$ cat src/sv/ttp_pkg.sv
`timescale 1ns / 1ps
// ----------------------------------------------------------------------------
// ttp_pkg
// shared types, constants and register codes for the triple timer block
// ----------------------------------------------------------------------------
package ttp_pkg;

  localparam int DEF_NUM_TIMERS   = 3;
  localparam int DEF_ELAPSED_BITS = 16;

  localparam int CNT_W = 24;
  localparam int PRE_W = 21;

  // tcsr bit positions
  localparam int B_TE   = 0;
  localparam int B_TOIE = 1;
  localparam int B_TCIE = 2;
  localparam int B_MODE = 4;
  localparam int B_TRM  = 9;
  localparam int B_PCE  = 15;
  localparam int B_TOF  = 20;
  localparam int B_TCF  = 21;

  localparam logic [3:0] MODE_PWM = 4'd7;
  localparam logic [3:0] MODE_WD0 = 4'd9;
  localparam logic [3:0] MODE_WD1 = 4'd10;

  localparam logic [1:0] KIND_TICK  = 2'd0;
  localparam logic [1:0] KIND_WRITE = 2'd1;
  localparam logic [1:0] KIND_READ  = 2'd2;

  localparam logic [1:0] REG_TCSR = 2'd0;
  localparam logic [1:0] REG_TLR  = 2'd1;
  localparam logic [1:0] REG_TCPR = 2'd2;
  localparam logic [1:0] REG_TCR  = 2'd3;

  localparam logic [3:0] ADDR_PRELOAD = 4'd12;
  localparam logic [3:0] ADDR_PRECNT  = 4'd13;

  typedef struct packed {
    logic [1:0]  kind;
    logic [15:0] elapsed_clocks;
    logic [3:0]  reg_addr;
    logic [23:0] write_data;
  } in_item_t;

  typedef struct packed {
    logic [23:0] read_data;
    logic [2:0]  compare_irq;
    logic [2:0]  overflow_irq;
  } out_item_t;

  // controller to datapath
  typedef struct packed {
    logic capture;    // latch input item
    logic div_start;  // load dividend, clear quotient
    logic div_step;   // one quotient bit
    logic div_commit; // store remainder and count
    logic tmr_step;   // update one timer
    logic [1:0] tmr_idx;
    logic do_write;
    logic do_read;
    logic clr_irq;
  } dp_cmd_t;

  // datapath to controller
  typedef struct packed {
    logic [1:0] kind;
    logic       pre_on;
  } dp_stat_t;

endpackage

$ cat src/sv/ttp_datapath.sv
`timescale 1ns / 1ps
// ----------------------------------------------------------------------------
// ttp_datapath
// timer registers, restoring prescaler divider and shared timer update unit
// ----------------------------------------------------------------------------
module ttp_datapath import ttp_pkg::*; #(
  parameter int NUM_TIMERS   = DEF_NUM_TIMERS,
  parameter int ELAPSED_BITS = DEF_ELAPSED_BITS
) (
  input  logic      clk,
  input  logic      rst,
  input  in_item_t  in_item,
  input  dp_cmd_t   cmd,
  output dp_stat_t  stat,
  output out_item_t result
);

  logic [CNT_W-1:0] csr [3];
  logic [CNT_W-1:0] tlr [3];
  logic [CNT_W-1:0] tcpr [3];
  logic [CNT_W-1:0] tcr [3];
  logic [CNT_W-1:0] preload;
  logic [PRE_W-1:0] remainder;
  logic [PRE_W-1:0] precount;

  in_item_t         item;
  logic [23:0]      rd;
  logic [2:0]       cmp_irq;
  logic [2:0]       ovf_irq;

  // divider: dividend up to 22 bits, quotient shifted in msb first
  logic [21:0] dvd;
  logic [21:0] quot;
  logic [21:0] part;
  logic [21:0] divisor;
  logic [22:0] trial;

  logic [ELAPSED_BITS-1:0] elapsed;
  assign elapsed = item.elapsed_clocks[ELAPSED_BITS-1:0];
  assign divisor = {1'b0, preload[PRE_W-1:0]} + 22'd1;
  assign trial   = {part, dvd[21]};

  logic [1:0] an;
  logic [1:0] ar;
  logic       timer_ok;
  assign an = item.reg_addr[3:2];
  assign ar = item.reg_addr[1:0];
  assign timer_ok = (item.reg_addr < 4'd12) && (32'(an) < NUM_TIMERS);

  always_comb begin
    stat.kind   = item.kind;
    stat.pre_on = 1'b0;
    for (int i = 0; i < NUM_TIMERS; i++) begin
      if (csr[i][B_TE] && csr[i][B_PCE]) stat.pre_on = 1'b1;
    end
  end

  // timer update for the selected timer
  logic [CNT_W-1:0] t_csr, t_cnt, t_csr_next, t_cnt_next;
  logic [CNT_W-1:0] t_ld, t_cp;
  logic [CNT_W-1:0] clocks;
  logic [CNT_W:0]   sum;
  logic [CNT_W-1:0] wrapped, over;
  logic             pwm, t_ovf, t_cmp;

  always_comb begin
    t_csr   = csr[cmd.tmr_idx];
    t_cnt   = tcr[cmd.tmr_idx];
    t_ld    = tlr[cmd.tmr_idx];
    t_cp    = tcpr[cmd.tmr_idx];
    pwm     = t_csr[B_MODE +: 4] == MODE_PWM;
    clocks  = t_csr[B_PCE] ? {2'b00, quot} : CNT_W'(elapsed);
    if (t_csr[B_PCE] && !stat.pre_on) clocks = '0;
    sum        = {1'b0, t_cnt} + {1'b0, clocks};
    t_csr_next = t_csr;
    t_ovf      = 1'b0;
    t_cmp      = 1'b0;
    wrapped    = sum[CNT_W-1:0];
    if (sum[CNT_W]) begin
      if (t_csr[B_TOIE]) t_ovf = 1'b1;
      else t_csr_next[B_TOF] = 1'b1;
      if (pwm && t_csr[B_TRM]) wrapped = t_ld + sum[CNT_W-1:0];
    end
    over       = wrapped - t_cp;
    t_cnt_next = wrapped;
    if (wrapped >= t_cp) begin
      t_cmp = t_csr[B_TCIE];
      t_csr_next[B_TCF] = 1'b1;
      if (!pwm && t_csr[B_TRM]) t_cnt_next = t_ld + over;
    end
  end

  // tcsr write rule
  logic [CNT_W-1:0] w_old, w_val, w_flags;
  logic [3:0]       w_mode;
  logic             w_load;
  always_comb begin
    w_old   = csr[an];
    w_val   = item.write_data;
    w_flags = '0;
    w_flags[B_TOF] = 1'b1;
    w_flags[B_TCF] = 1'b1;
    w_mode  = w_val[B_MODE +: 4];
    w_load  = 1'b0;
    if (!w_old[B_TE] && w_val[B_TE]) begin
      w_load = (w_mode <= 4'd3) || (w_mode == MODE_WD0) || (w_mode == MODE_WD1);
    end else if (w_old[B_TE] && !w_val[B_TE]) begin
      w_val = w_val | w_flags;
    end
  end

  always_ff @(posedge clk) begin
    if (rst) begin
      for (int i = 0; i < 3; i++) begin
        csr[i]  <= '0;
        tlr[i]  <= '0;
        tcpr[i] <= '0;
        tcr[i]  <= '0;
      end
      preload   <= '0;
      remainder <= '0;
      precount  <= '0;
      rd        <= '0;
      cmp_irq   <= '0;
      ovf_irq   <= '0;
    end else begin
      if (cmd.clr_irq) begin
        rd      <= '0;
        cmp_irq <= '0;
        ovf_irq <= '0;
      end
      if (cmd.div_commit) begin
        remainder <= part[PRE_W-1:0];
        precount  <= preload[PRE_W-1:0] - part[PRE_W-1:0];
      end
      if (cmd.tmr_step && t_csr[B_TE] && clocks != '0) begin
        csr[cmd.tmr_idx] <= t_csr_next;
        tcr[cmd.tmr_idx] <= t_cnt_next;
        cmp_irq[cmd.tmr_idx] <= t_cmp;
        ovf_irq[cmd.tmr_idx] <= t_ovf;
      end
      if (cmd.do_write) begin
        if (timer_ok) begin
          case (ar)
            REG_TCSR: begin
              csr[an] <= (w_val & ~w_flags) | (w_old & w_flags & ~w_val);
              if (w_load) tcr[an] <= tlr[an];
            end
            REG_TLR:  tlr[an]  <= item.write_data;
            REG_TCPR: tcpr[an] <= item.write_data;
            default:  tcr[an]  <= item.write_data;
          endcase
        end else if (item.reg_addr == ADDR_PRELOAD) begin
          preload <= item.write_data;
        end
      end
      if (cmd.do_read) begin
        if (timer_ok) begin
          case (ar)
            REG_TCSR: rd <= csr[an];
            REG_TLR:  rd <= tlr[an];
            REG_TCPR: rd <= tcpr[an];
            default:  rd <= tcr[an];
          endcase
        end else if (item.reg_addr == ADDR_PRELOAD) begin
          rd <= preload;
        end else if (item.reg_addr == ADDR_PRECNT) begin
          rd <= CNT_W'(precount);
        end
      end
    end
  end

  // payload registers
  always_ff @(posedge clk) begin
    if (cmd.capture) item <= in_item;
    if (cmd.div_start) begin
      dvd  <= {1'b0, remainder} + 22'(elapsed);
      part <= '0;
      quot <= '0;
    end else if (cmd.div_step) begin
      dvd <= {dvd[20:0], 1'b0};
      if (trial >= {1'b0, divisor}) begin
        part <= 22'(trial - {1'b0, divisor});
        quot <= {quot[20:0], 1'b1};
      end else begin
        part <= trial[21:0];
        quot <= {quot[20:0], 1'b0};
      end
    end else if (cmd.capture) begin
      quot <= '0;
    end
  end

  assign result.read_data    = rd;
  assign result.compare_irq  = cmp_irq;
  assign result.overflow_irq = ovf_irq;

endmodule

$ cat src/sv/ttp_ctrl.sv
`timescale 1ns / 1ps
// ----------------------------------------------------------------------------
// ttp_ctrl
// sequencer for item capture, prescaler division, timer updates and output
// ----------------------------------------------------------------------------
module ttp_ctrl import ttp_pkg::*; #(
  parameter int NUM_TIMERS = DEF_NUM_TIMERS
) (
  input  logic     clk,
  input  logic     rst,
  input  logic     in_valid,
  output logic     in_stall,
  output logic     out_valid,
  input  logic     out_stall,
  input  dp_stat_t stat,
  output dp_cmd_t  cmd
);

  typedef enum logic [2:0] {S_IDLE, S_DISPATCH, S_DIV, S_COMMIT, S_TIMER, S_OUT} state_t;

  state_t     state;
  logic [4:0] cnt;

  assign in_stall = (state != S_IDLE);

  always_comb begin
    cmd = '0;
    cmd.tmr_idx = cnt[1:0];
    case (state)
      S_IDLE: begin
        cmd.capture = in_valid;
        cmd.clr_irq = in_valid;
      end
      S_DISPATCH: begin
        cmd.do_write  = stat.kind == KIND_WRITE;
        cmd.do_read   = stat.kind == KIND_READ;
        cmd.div_start = stat.kind == KIND_TICK;
      end
      S_DIV:    cmd.div_step   = 1'b1;
      S_COMMIT: cmd.div_commit = stat.pre_on;
      S_TIMER:  cmd.tmr_step   = 1'b1;
      default:  cmd = cmd;
    endcase
  end

  always_ff @(posedge clk) begin
    if (rst) begin
      state     <= S_IDLE;
      cnt       <= '0;
      out_valid <= 1'b0;
    end else begin
      case (state)
        S_IDLE: if (in_valid) state <= S_DISPATCH;
        S_DISPATCH: begin
          cnt <= '0;
          if (stat.kind == KIND_TICK) begin
            state <= S_DIV;
          end else begin
            state     <= S_OUT;
            out_valid <= 1'b1;
          end
        end
        S_DIV: begin
          cnt <= cnt + 5'd1;
          if (cnt == 5'd21) state <= S_COMMIT;
        end
        S_COMMIT: begin
          cnt   <= '0;
          state <= S_TIMER;
        end
        S_TIMER: begin
          cnt <= cnt + 5'd1;
          if (32'(cnt) == NUM_TIMERS - 1) begin
            state     <= S_OUT;
            out_valid <= 1'b1;
          end
        end
        S_OUT: if (!out_stall) begin
          out_valid <= 1'b0;
          state     <= S_IDLE;
        end
        default: state <= S_IDLE;
      endcase
    end
  end

endmodule

$ cat src/sv/triple_timer_with_prescaler.sv
`timescale 1ns / 1ps
// ----------------------------------------------------------------------------
// triple_timer_with_prescaler
// three 24-bit timers sharing a 21-bit prescaler, driven by tick, write and
// read transactions
// ----------------------------------------------------------------------------
// channel | direction | payload     | handshake
// in      | into      | in_item_t   | in_valid / in_stall
// out     | out of    | out_item_t  | out_valid / out_stall
//
// a write or read transaction passes through accept, dispatch and output;
//   its result and out_valid are registered on leaving dispatch
// a tick passes through accept, dispatch, 22 quotient
//   bits from the restoring prescaler divider, a commit step, each
//   timer in turn through the shared timer update unit, and output; its
//   result and out_valid are registered on leaving the last timer step
// one transaction at a time; the next is taken once the result has gone
// rst is synchronous; all timer registers and the prescaler preload, remainder and count clear to zero
// out_stall holds the result and in_stall stays high until it is taken
// ----------------------------------------------------------------------------
module triple_timer_with_prescaler import ttp_pkg::*; #(
  parameter int NUM_TIMERS   = DEF_NUM_TIMERS,
  parameter int ELAPSED_BITS = DEF_ELAPSED_BITS
) (
  input  logic      clk,
  input  logic      rst,
  input  logic      in_valid,
  output logic      in_stall,
  input  in_item_t  in_data,
  output logic      out_valid,
  input  logic      out_stall,
  output out_item_t out_data
);

  dp_cmd_t  cmd;
  dp_stat_t stat;

  // sequencer
  ttp_ctrl #(
    .NUM_TIMERS(NUM_TIMERS)
  ) u_ctrl (
    .clk       (clk),
    .rst       (rst),
    .in_valid  (in_valid),
    .in_stall  (in_stall),
    .out_valid (out_valid),
    .out_stall (out_stall),
    .stat      (stat),
    .cmd       (cmd)
  );

  // registers, divider and timer update
  ttp_datapath #(
    .NUM_TIMERS   (NUM_TIMERS),
    .ELAPSED_BITS (ELAPSED_BITS)
  ) u_dp (
    .clk     (clk),
    .rst     (rst),
    .in_item (in_data),
    .cmd     (cmd),
    .stat    (stat),
    .result  (out_data)
  );

endmodule
$ cat config.mk
export PLATFORM = sky130hd
export DESIGN_NAME = triple_timer_with_prescaler
export DESIGN_NICKNAME = d
export VERILOG_FILES = /design/src/sv/ttp_pkg.sv /design/src/sv/ttp_datapath.sv /design/src/sv/ttp_ctrl.sv /design/src/sv/triple_timer_with_prescaler.sv
export SDC_FILE = /design/constraint.sdc
export NUM_CORES = 1
export LEC_CHECK = 0
export BUFFER_PORTS_ARGS = -buffer_cell sky130_fd_sc_hd__buf_4
export CAP_MARGIN = 25
export CORE_MARGIN = 3
export CORE_UTILIZATION = 50
export CTS_BUF_LIST = sky130_fd_sc_hd__clkbuf_16
export DETAILED_ROUTE_END_ITERATION = 12
export PLACE_DENSITY = 0.72
export SYNTH_ARGS = -nofsm -noshare
export SYNTH_HDL_FRONTEND = slang
export SYNTH_HIERARCHICAL = 1
export SYNTH_SLANG_ARGS = --single-unit
$ cat constraint.sdc
create_clock -name clk -period 10.4 [get_ports clk]
set_clock_uncertainty 0.15 [all_clocks]
set_input_delay 0.52 -clock clk [delete_from_list [all_inputs] [get_ports clk]]
set_output_delay 0.52 -clock clk [all_outputs]
set_load 0.02 [all_outputs]
==> impl_metrics.tcl, run 1 <==
set metrics [dict create \
    globalplace.congestion 0.940 \
    fill_cells 6073 \
    hold_buffers 46 \
    finalWorstPathRequiredPeriod_ns 9.43 \
    grt_util_all_layers_pct 28.7 \
    portBuffers 81 \
    fin_tns_setup_ns 0 \
    p_int_uw 6040 \
    clkSlewWorstSetupHoldPaths_ns 0.06 \
    report.final.hold_viol_count 0 \
    p_per_area_mw_per_mm2 242 \
    synthCells 3306 \
    grt_first_pass_wirelength_um 169000 \
    drc_errors 0 \
    overflow 0 \
    synth-warning-count 6 \
    combPwrFrac_pct 47.2 \
    relSlewSlack_pct 24.3 \
    synth_edf_count 452 \
    critPathBufInv 1 \
    antenna_found_initial 7 \
    grt_max_degree 89 \
    post_cts_resized 0 \
    grt_pass1_vias 27400 \
    period_share_pct 90.7 \
    ir_drop_mv 0.156 \
    max_freq_mhz 106 \
    end_kind "register" \
    antenna_left 0 \
    drive_gt1_share_pct 15.7 \
    cts.sinks 603 \
    rows 99 \
    post_cts_buffers 0 \
    switching_share_pct 39.9 \
    routed-via-count 28200 \
    synth_area_mm2 0.0372 \
    worstSetupPathType "reg2reg" \
    cts_buffers 69 \
    post_drt_wl_per_cell_um 25.3 \
    synthFlopType "edfxtp_1" \
    dr.pass1.iters 6 \
    ys_seq_area_share_pct 44.7 \
    clk_path_buf_depth 3 \
    required_ns 10.57 \
    pwr-share-clk_pct 23.0 \
    ioPinCount 82 \
    h-tree-depth 3 \
    finalSetupViolCount 0 \
    cts.root.buffer_cell "clkbuf_16" \
    slowest_delay_ns 0.94 \
    vias_per_cell 6.39 \
    coreArea_mm2 0.0733 \
    async_reset_ff_share_pct 0 \
    cp.arrival_ns 9.61 \
    report.final.slew_viol_count 0 \
    ys_seq_elements 603 \
    p_switching_uw 4010 \
    crit_family "compound AO/OA/AOI/OAI gates" \
    synth.avg_cell_area_um2 11.2 \
    die_area_mm2 0.0776 \
    fin_nets 3640 \
    cts_tree "built" \
    hp-class "in2reg" \
    rsz0062_at_grt "false" \
    utilization_pct 56.6 \
    cp_max_fo 44 \
    start_util_pct 50.7 \
    crit_slowest_cell "mux4_2" \
    drt_wl_total_um 112000 \
    worst_slew_pin_slew_ns 1.14 \
    dpl.hpwl_um 77100 \
    start_kind "register" \
    first_iter_violations 3415 \
    power_frac_seq_pct 29.8 \
    leakage_uw 0.0158 \
    max_cap_violations 0 \
    die_w_um 279 \
    synthDistinctLibCells 84 \
    crit_top_cell "o21ai_0" \
    clk_latency_ns 0.62 \
    outcome "complete, no violations" \
    synthToLayoutAreaGrowth_pct 11.8 \
    die_h_um 279 \
]
-- path summary, 6_finish.rpt --
| path | startpoint | to | slack (ns) | cells after the start |
|---|---|---|---|---|
| setup / recovery | u_ctrl/cnt[0] | u_dp/tcr[0][23] | 0.97 | 29 |
| hold / removal | out_stall | u_ctrl/state[0] | 0.12 | 3 |
| setup reg to reg | u_ctrl/cnt[0] | u_dp/tcr[0][23] | 0.97 | 29 |
| hold reg to reg | u_dp/preload[23] | u_dp/preload[23] | 0.30 | 2 |
-- power groups by stage --
| stage | clock network [µW] | logic (µW) | registers (µW) |
|---|---|---|---|
| global route | 2430 | 5180 | 3020 |
| floorplan | 0 | 3580 | 2920 |
| detailed placement | 0 | 4600 | 3040 |
| finish | 2310 | 4740 | 3000 |
| global placement | 0 | 4550 | 3040 |
| CTS | 2350 | 4650 | 3000 |
-- routing by layer --
layer  global-route usage [%]  routed length, µm  vias to the layer above
li1                         -                  -                    12600
met1                     39.0              44000                    13800
met2                     45.0              50500                     1569
met3                     5.29              11500                      295
met4                     13.6               5880                        6
met5                        0                 41                        -
-- synth_stat cells (all sizes together), types with 112 or more instances --
| cell type | count | area [µm²] |
|---|---|---|
| inv | 171 | 642 |
| nand3 | 164 | 821 |
| clkbuf | 167 | 627 |
| mux4 | 212 | 4770 |
| o21ai | 135 | 702 |
| mux2i | 112 | 1170 |
| and2 | 157 | 982 |
| nor2 | 144 | 541 |
| ha | 159 | 1990 |
| edfxtp | 452 | 13600 |
| dfxtp | 151 | 3020 |
| a21oi | 177 | 893 |
| nand2 | 321 | 1200 |
-- logic make-up (layout without fill, tap and decap cells) --
family / Yosys count / count (layout) / synth area share (%)
AOI/OAI and AO/OA: 647 / 647 / 11.2
xor gates and xnor gates: 126 / 126 / 2.99
adders and majority gates: 187 / 187 / 6.86
buffers and inverters: 390 / 495 / 4.16
DFF: 603 / 603 / 44.7
muxes: 355 / 355 / 17.0
other: 1 / 49 / 0.0101
and+or+nand+nor: 997 / 997 / 13.1
-- stage by stage --
step	total power (µW)	hold slack (ns)	setup slack [ns]	cell area (µm²)	cells
floorplan	6500	0.275	1.68	37300	3353
global placement	7580	0.296	1.25	38900	4242
detailed placement	7650	0.296	1.18	38900	4243
CTS	9990	0.0798	1.17	41500	4415
global route	10600	0.113	0.391	41500	4417
finish	10100	0.116	0.968	41500	4418
-- sequential cells by signal, indices dropped and copies added (netlist names), 3 cells and up, named ones only --
signal	cells
u_dp/quot	22
u_dp/elapsed	16
u_dp/ovf_irq	3
u_dp/tcr	96
u_dp/precount	21
u_dp/part	22
u_dp/remainder	21
u_dp/csr	96
u_dp/cmp_irq	3
u_ctrl/cnt	5
u_dp/rd	24
u_dp/dvd	22
u_dp/tcpr	96
u_dp/tlr	96
u_dp/preload	24
u_ctrl/state	3
u_dp/item	24
-- worst reg2reg max path: cells and delay by family (launching register included) --
| family | cells | cell delay [ns] |
|---|---|---|
| mux | 2 | 1.15 |
| xor+xnor | 3 | 0.66 |
| compound gates | 14 | 4.24 |
| simple gates | 5 | 0.57 |
| fa+ha+maj | 4 | 1.54 |
| buf+inv | 1 | 0.16 |
| flops | 1 | 0.74 |
-- layout make-up --
class | count | area, µm² | share of cell area, %
multi-input combinational | 2360 | 19300 | 46.4
antenna | 1 | 2.50 | 0.00602
inverter | 171 | 642 | 1.55
tap | 959 | 1200 | 2.89
sequential | 603 | 16600 | 40.0
timing repair buffer | 198 | 1650 | 3.98
clock inverter | 54 | 343 | 0.825
clock buffer | 72 | 1800 | 4.34
-- cell usage in the layout, fill, tap and decap left out, types with 11 or more instances in the layout --
master | synthesis | layout
dlygate4sd3_1 | 0 | 46
a311oi_1 | 26 | 26
mux4_2 | 212 | 212
edfxtp_1 | 452 | 452
or3_1 | 22 | 22
dfxtp_1 | 151 | 147
nand2b_1 | 21 | 21
clkbuf_16 | 0 | 72
nor4_1 | 12 | 12
o21a_1 | 14 | 14
a21oi_1 | 175 | 175
conb_1 | 1 | 48
fa_1 | 28 | 28
o31ai_1 | 22 | 22
and3_1 | 30 | 29
ha_1 | 159 | 159
nand4_1 | 15 | 15
mux2i_1 | 107 | 107
nor3b_1 | 15 | 12
o22ai_1 | 71 | 71
a31oi_1 | 18 | 17
buf_4 | 10 | 148
a211oi_1 | 31 | 31
o21ai_1 | 11 | 11
nor2b_1 | 28 | 27
mux2_2 | 24 | 24
o21ai_0 | 119 | 113
nand3_1 | 164 | 164
o211ai_1 | 15 | 15
and2_1 | 157 | 157
nand2_1 | 321 | 321
nor3_1 | 42 | 37
inv_1 | 171 | 191
xnor2_1 | 79 | 79
a21o_1 | 42 | 42
nor2_1 | 144 | 142
a22o_1 | 27 | 27
xor2_1 | 46 | 46
No activity file was read; power rests on OpenSTA's default activity.
==> inputs of run 2 (changes only) <==
--- a/config.mk
+++ b/config.mk
@@ -12,6 +12,7 @@
 export CTS_BUF_LIST = sky130_fd_sc_hd__clkbuf_16
 export DETAILED_ROUTE_END_ITERATION = 12
 export PLACE_DENSITY = 0.72
+export REMOVE_ABC_BUFFERS = 1
 export SYNTH_ARGS = -nofsm -noshare
 export SYNTH_HDL_FRONTEND = slang
 export SYNTH_HIERARCHICAL = 1
==> run 2 against run 1 <==
Compared with the run above: flip-flop and latch count is the same; critical path depth is the same; cell area rose by 0.17%; register-to-register slack improved by 0.32 ns; non-clock buffer count fell by 2; via count increased by 0.30%; global-route usage down 0.29 points; routed wire length is 0.32% lower; die area unchanged; clock-buffer cell count rose by 2; power about the same; critical endpoint unchanged; largest power group unchanged.
==> impl_metrics.tcl, run 2 (synthesis gave the netlist of run 1 again) <==
set metrics [dict create \
    outcome "complete, no violations" \
    coreArea_mm2 0.0733 \
    synthToLayoutAreaGrowth_pct 12.0 \
    grt_util_all_layers_pct 28.4 \
    hp-class "in2reg" \
    leakage_uw 0.0158 \
    worstSetupPathType "reg2reg" \
    cts_buffers 70 \
    max_freq_mhz 110 \
    relSlewSlack_pct 21.4 \
    layout_commonest_cell "edfxtp_1" \
    drt_wl_total_um 112000 \
    drive_gt1_share_pct 15.9 \
    p_per_area_mw_per_mm2 242 \
    antenna_cells 0 \
    r2r_start "u_ctrl/cnt[0]" \
    vias_per_cell 6.41 \
    grt_max_degree 93 \
    rows 99 \
    crit_end "u_dp/tcr[0][23]" \
    fin_area_mm2 0.0416 \
    utilization_pct 56.7 \
    ff2ff_setup_slack_ns 1.29 \
    slowest_delay_ns 0.92 \
    die_w_um 279 \
    dr.pass1.iters 6 \
    critPathLaunch "u_ctrl/cnt[0]" \
    grt_first_pass_wirelength_um 167000 \
    required_ns 10.58 \
    fin_tns_setup_ns 0 \
    start_kind "register" \
    fin_nets 3639 \
    antenna_left 0 \
    wirelength_met1_um 43600 \
    rr_worst_depth 29 \
    ir_drop_mv 0.145 \
    hold_slack_ns 0.0920 \
    crit_slowest_cell "mux4_2" \
    report.final.slew_viol_count 0 \
    highest_layer "met4" \
    grt_pass1_vias 27500 \
    dpl.hpwl_um 76800 \
    report.final.hold_viol_count 0 \
    critPathBufInv 1 \
    place_area_mm2 0.0389 \
    worst_slew_pin_slew_ns 1.18 \
    cts_tree "built" \
    wl_met2_um 51400 \
    cp.arrival_ns 9.29 \
    portBuffers 81 \
    die_area_mm2 0.0776 \
    clkSlewWorstSetupHoldPaths_ns 0.06 \
    r2r-end "u_dp/tcr[0][23]" \
    clk_path_buf_depth 3 \
    end_kind "register" \
    postLayoutSetupSlackWorst_ns 1.29 \
    worst-path-stages 29 \
    post_drt_wl_per_cell_um 25.3 \
    drc_errors 0 \
    overflow 0 \
    finalWorstPathRequiredPeriod_ns 9.11 \
    rsz0062_at_grt "false" \
    start_util_pct 50.7 \
    ioPinCount 82 \
    crit_family "compound AO/OA/AOI/OAI gates" \
    cts.root.buffer_cell "clkbuf_16" \
    finalSetupViolCount 0 \
    die_h_um 279 \
    final_cell_mix "edfxtp_1, nand2_1, mux4_2" \
    max_cap_violations 0 \
    crit_top_cell "o21ai_0" \
    clk_latency_ns 0.62 \
    pre_cts_slack_ns 1.38 \
    antenna_found_initial 2 \
    period_share_pct 87.6 \
    routed-via-count 28300 \
    cts.sinks 603 \
    wl_met3_um 12300 \
    globalplace.congestion 0.994 \
    cp_max_fo 44 \
    h-tree-depth 3 \
    first_iter_violations 3533 \
]
[run 2: what timing repair did]
action                    CTS  global route
buffers inserted            0             0
gates resized for setup     0             0
hold endpoints to repair   48             0
hold buffers               46             0
[run 2: per-layer routing]
layer / global-route usage, % / vias to the layer above
li1: - / 12600
met1: 38.6 / 13900
met2: 45.6 / 1594
met3: 6.34 / 283
met4: 9.68 / 0
met5: 0 / -
[run 2: area by class of cell]
type                       instances  area, µm²
clock buffer                      74       1850
clock inverter                    54        363
tap                              959       1200
sequential                       603      16600
timing repair buffer             196       1650
multi-input combinational       2360      19300
fill                            6051      31700
inverter                         171        642
[run 2: how the worst min path moves through the flow]
stage	startpoint	endpoint	slack [ns]	depth (start not counted)
6_report	out_stall	u_ctrl/state[0]	0.09	3
5_1_grt	out_stall	u_ctrl/state[0]	0.11	3
4_1_cts	out_stall	u_ctrl/state[0]	0.06	3
3_5_place_dp	u_dp/preload[22]	u_dp/preload[22]	0.30	2
3_3_place_gp	u_dp/preload[21]	u_dp/preload[21]	0.29	2
2_1_floorplan	u_dp/precount[20]	u_dp/precount[20]	0.27	2
[run 2: where the power goes]
group | total (µW) | switching, µW | internal, µW | leakage [µW]
clock network | 2380 | 1030 | 1350 | 0.00115
registers | 3000 | 206 | 2790 | 0.00574
logic | 4680 | 2720 | 1960 | 0.00892
total | 10100 | 3960 | 6090 | 0.0158
[run 2: worst reg2reg max path: cells and delay by family (launching register included)]
kind	cells	cell delay, ns
simple gates	5	0.63
compound gates	14	3.89
xor+xnor	3	0.73
buf+inv	1	0.15
fa+ha+maj	4	1.51
flops	1	0.66
mux	2	1.10
[run 2: stage by stage]
stage	power (µW)	cells
2_1_floorplan	6520	3134
3_3_place_gp	7570	4237
3_5_place_dp	7600	4240
4_1_cts	10000	4414
5_1_grt	10600	4417
6_report	10100	4417
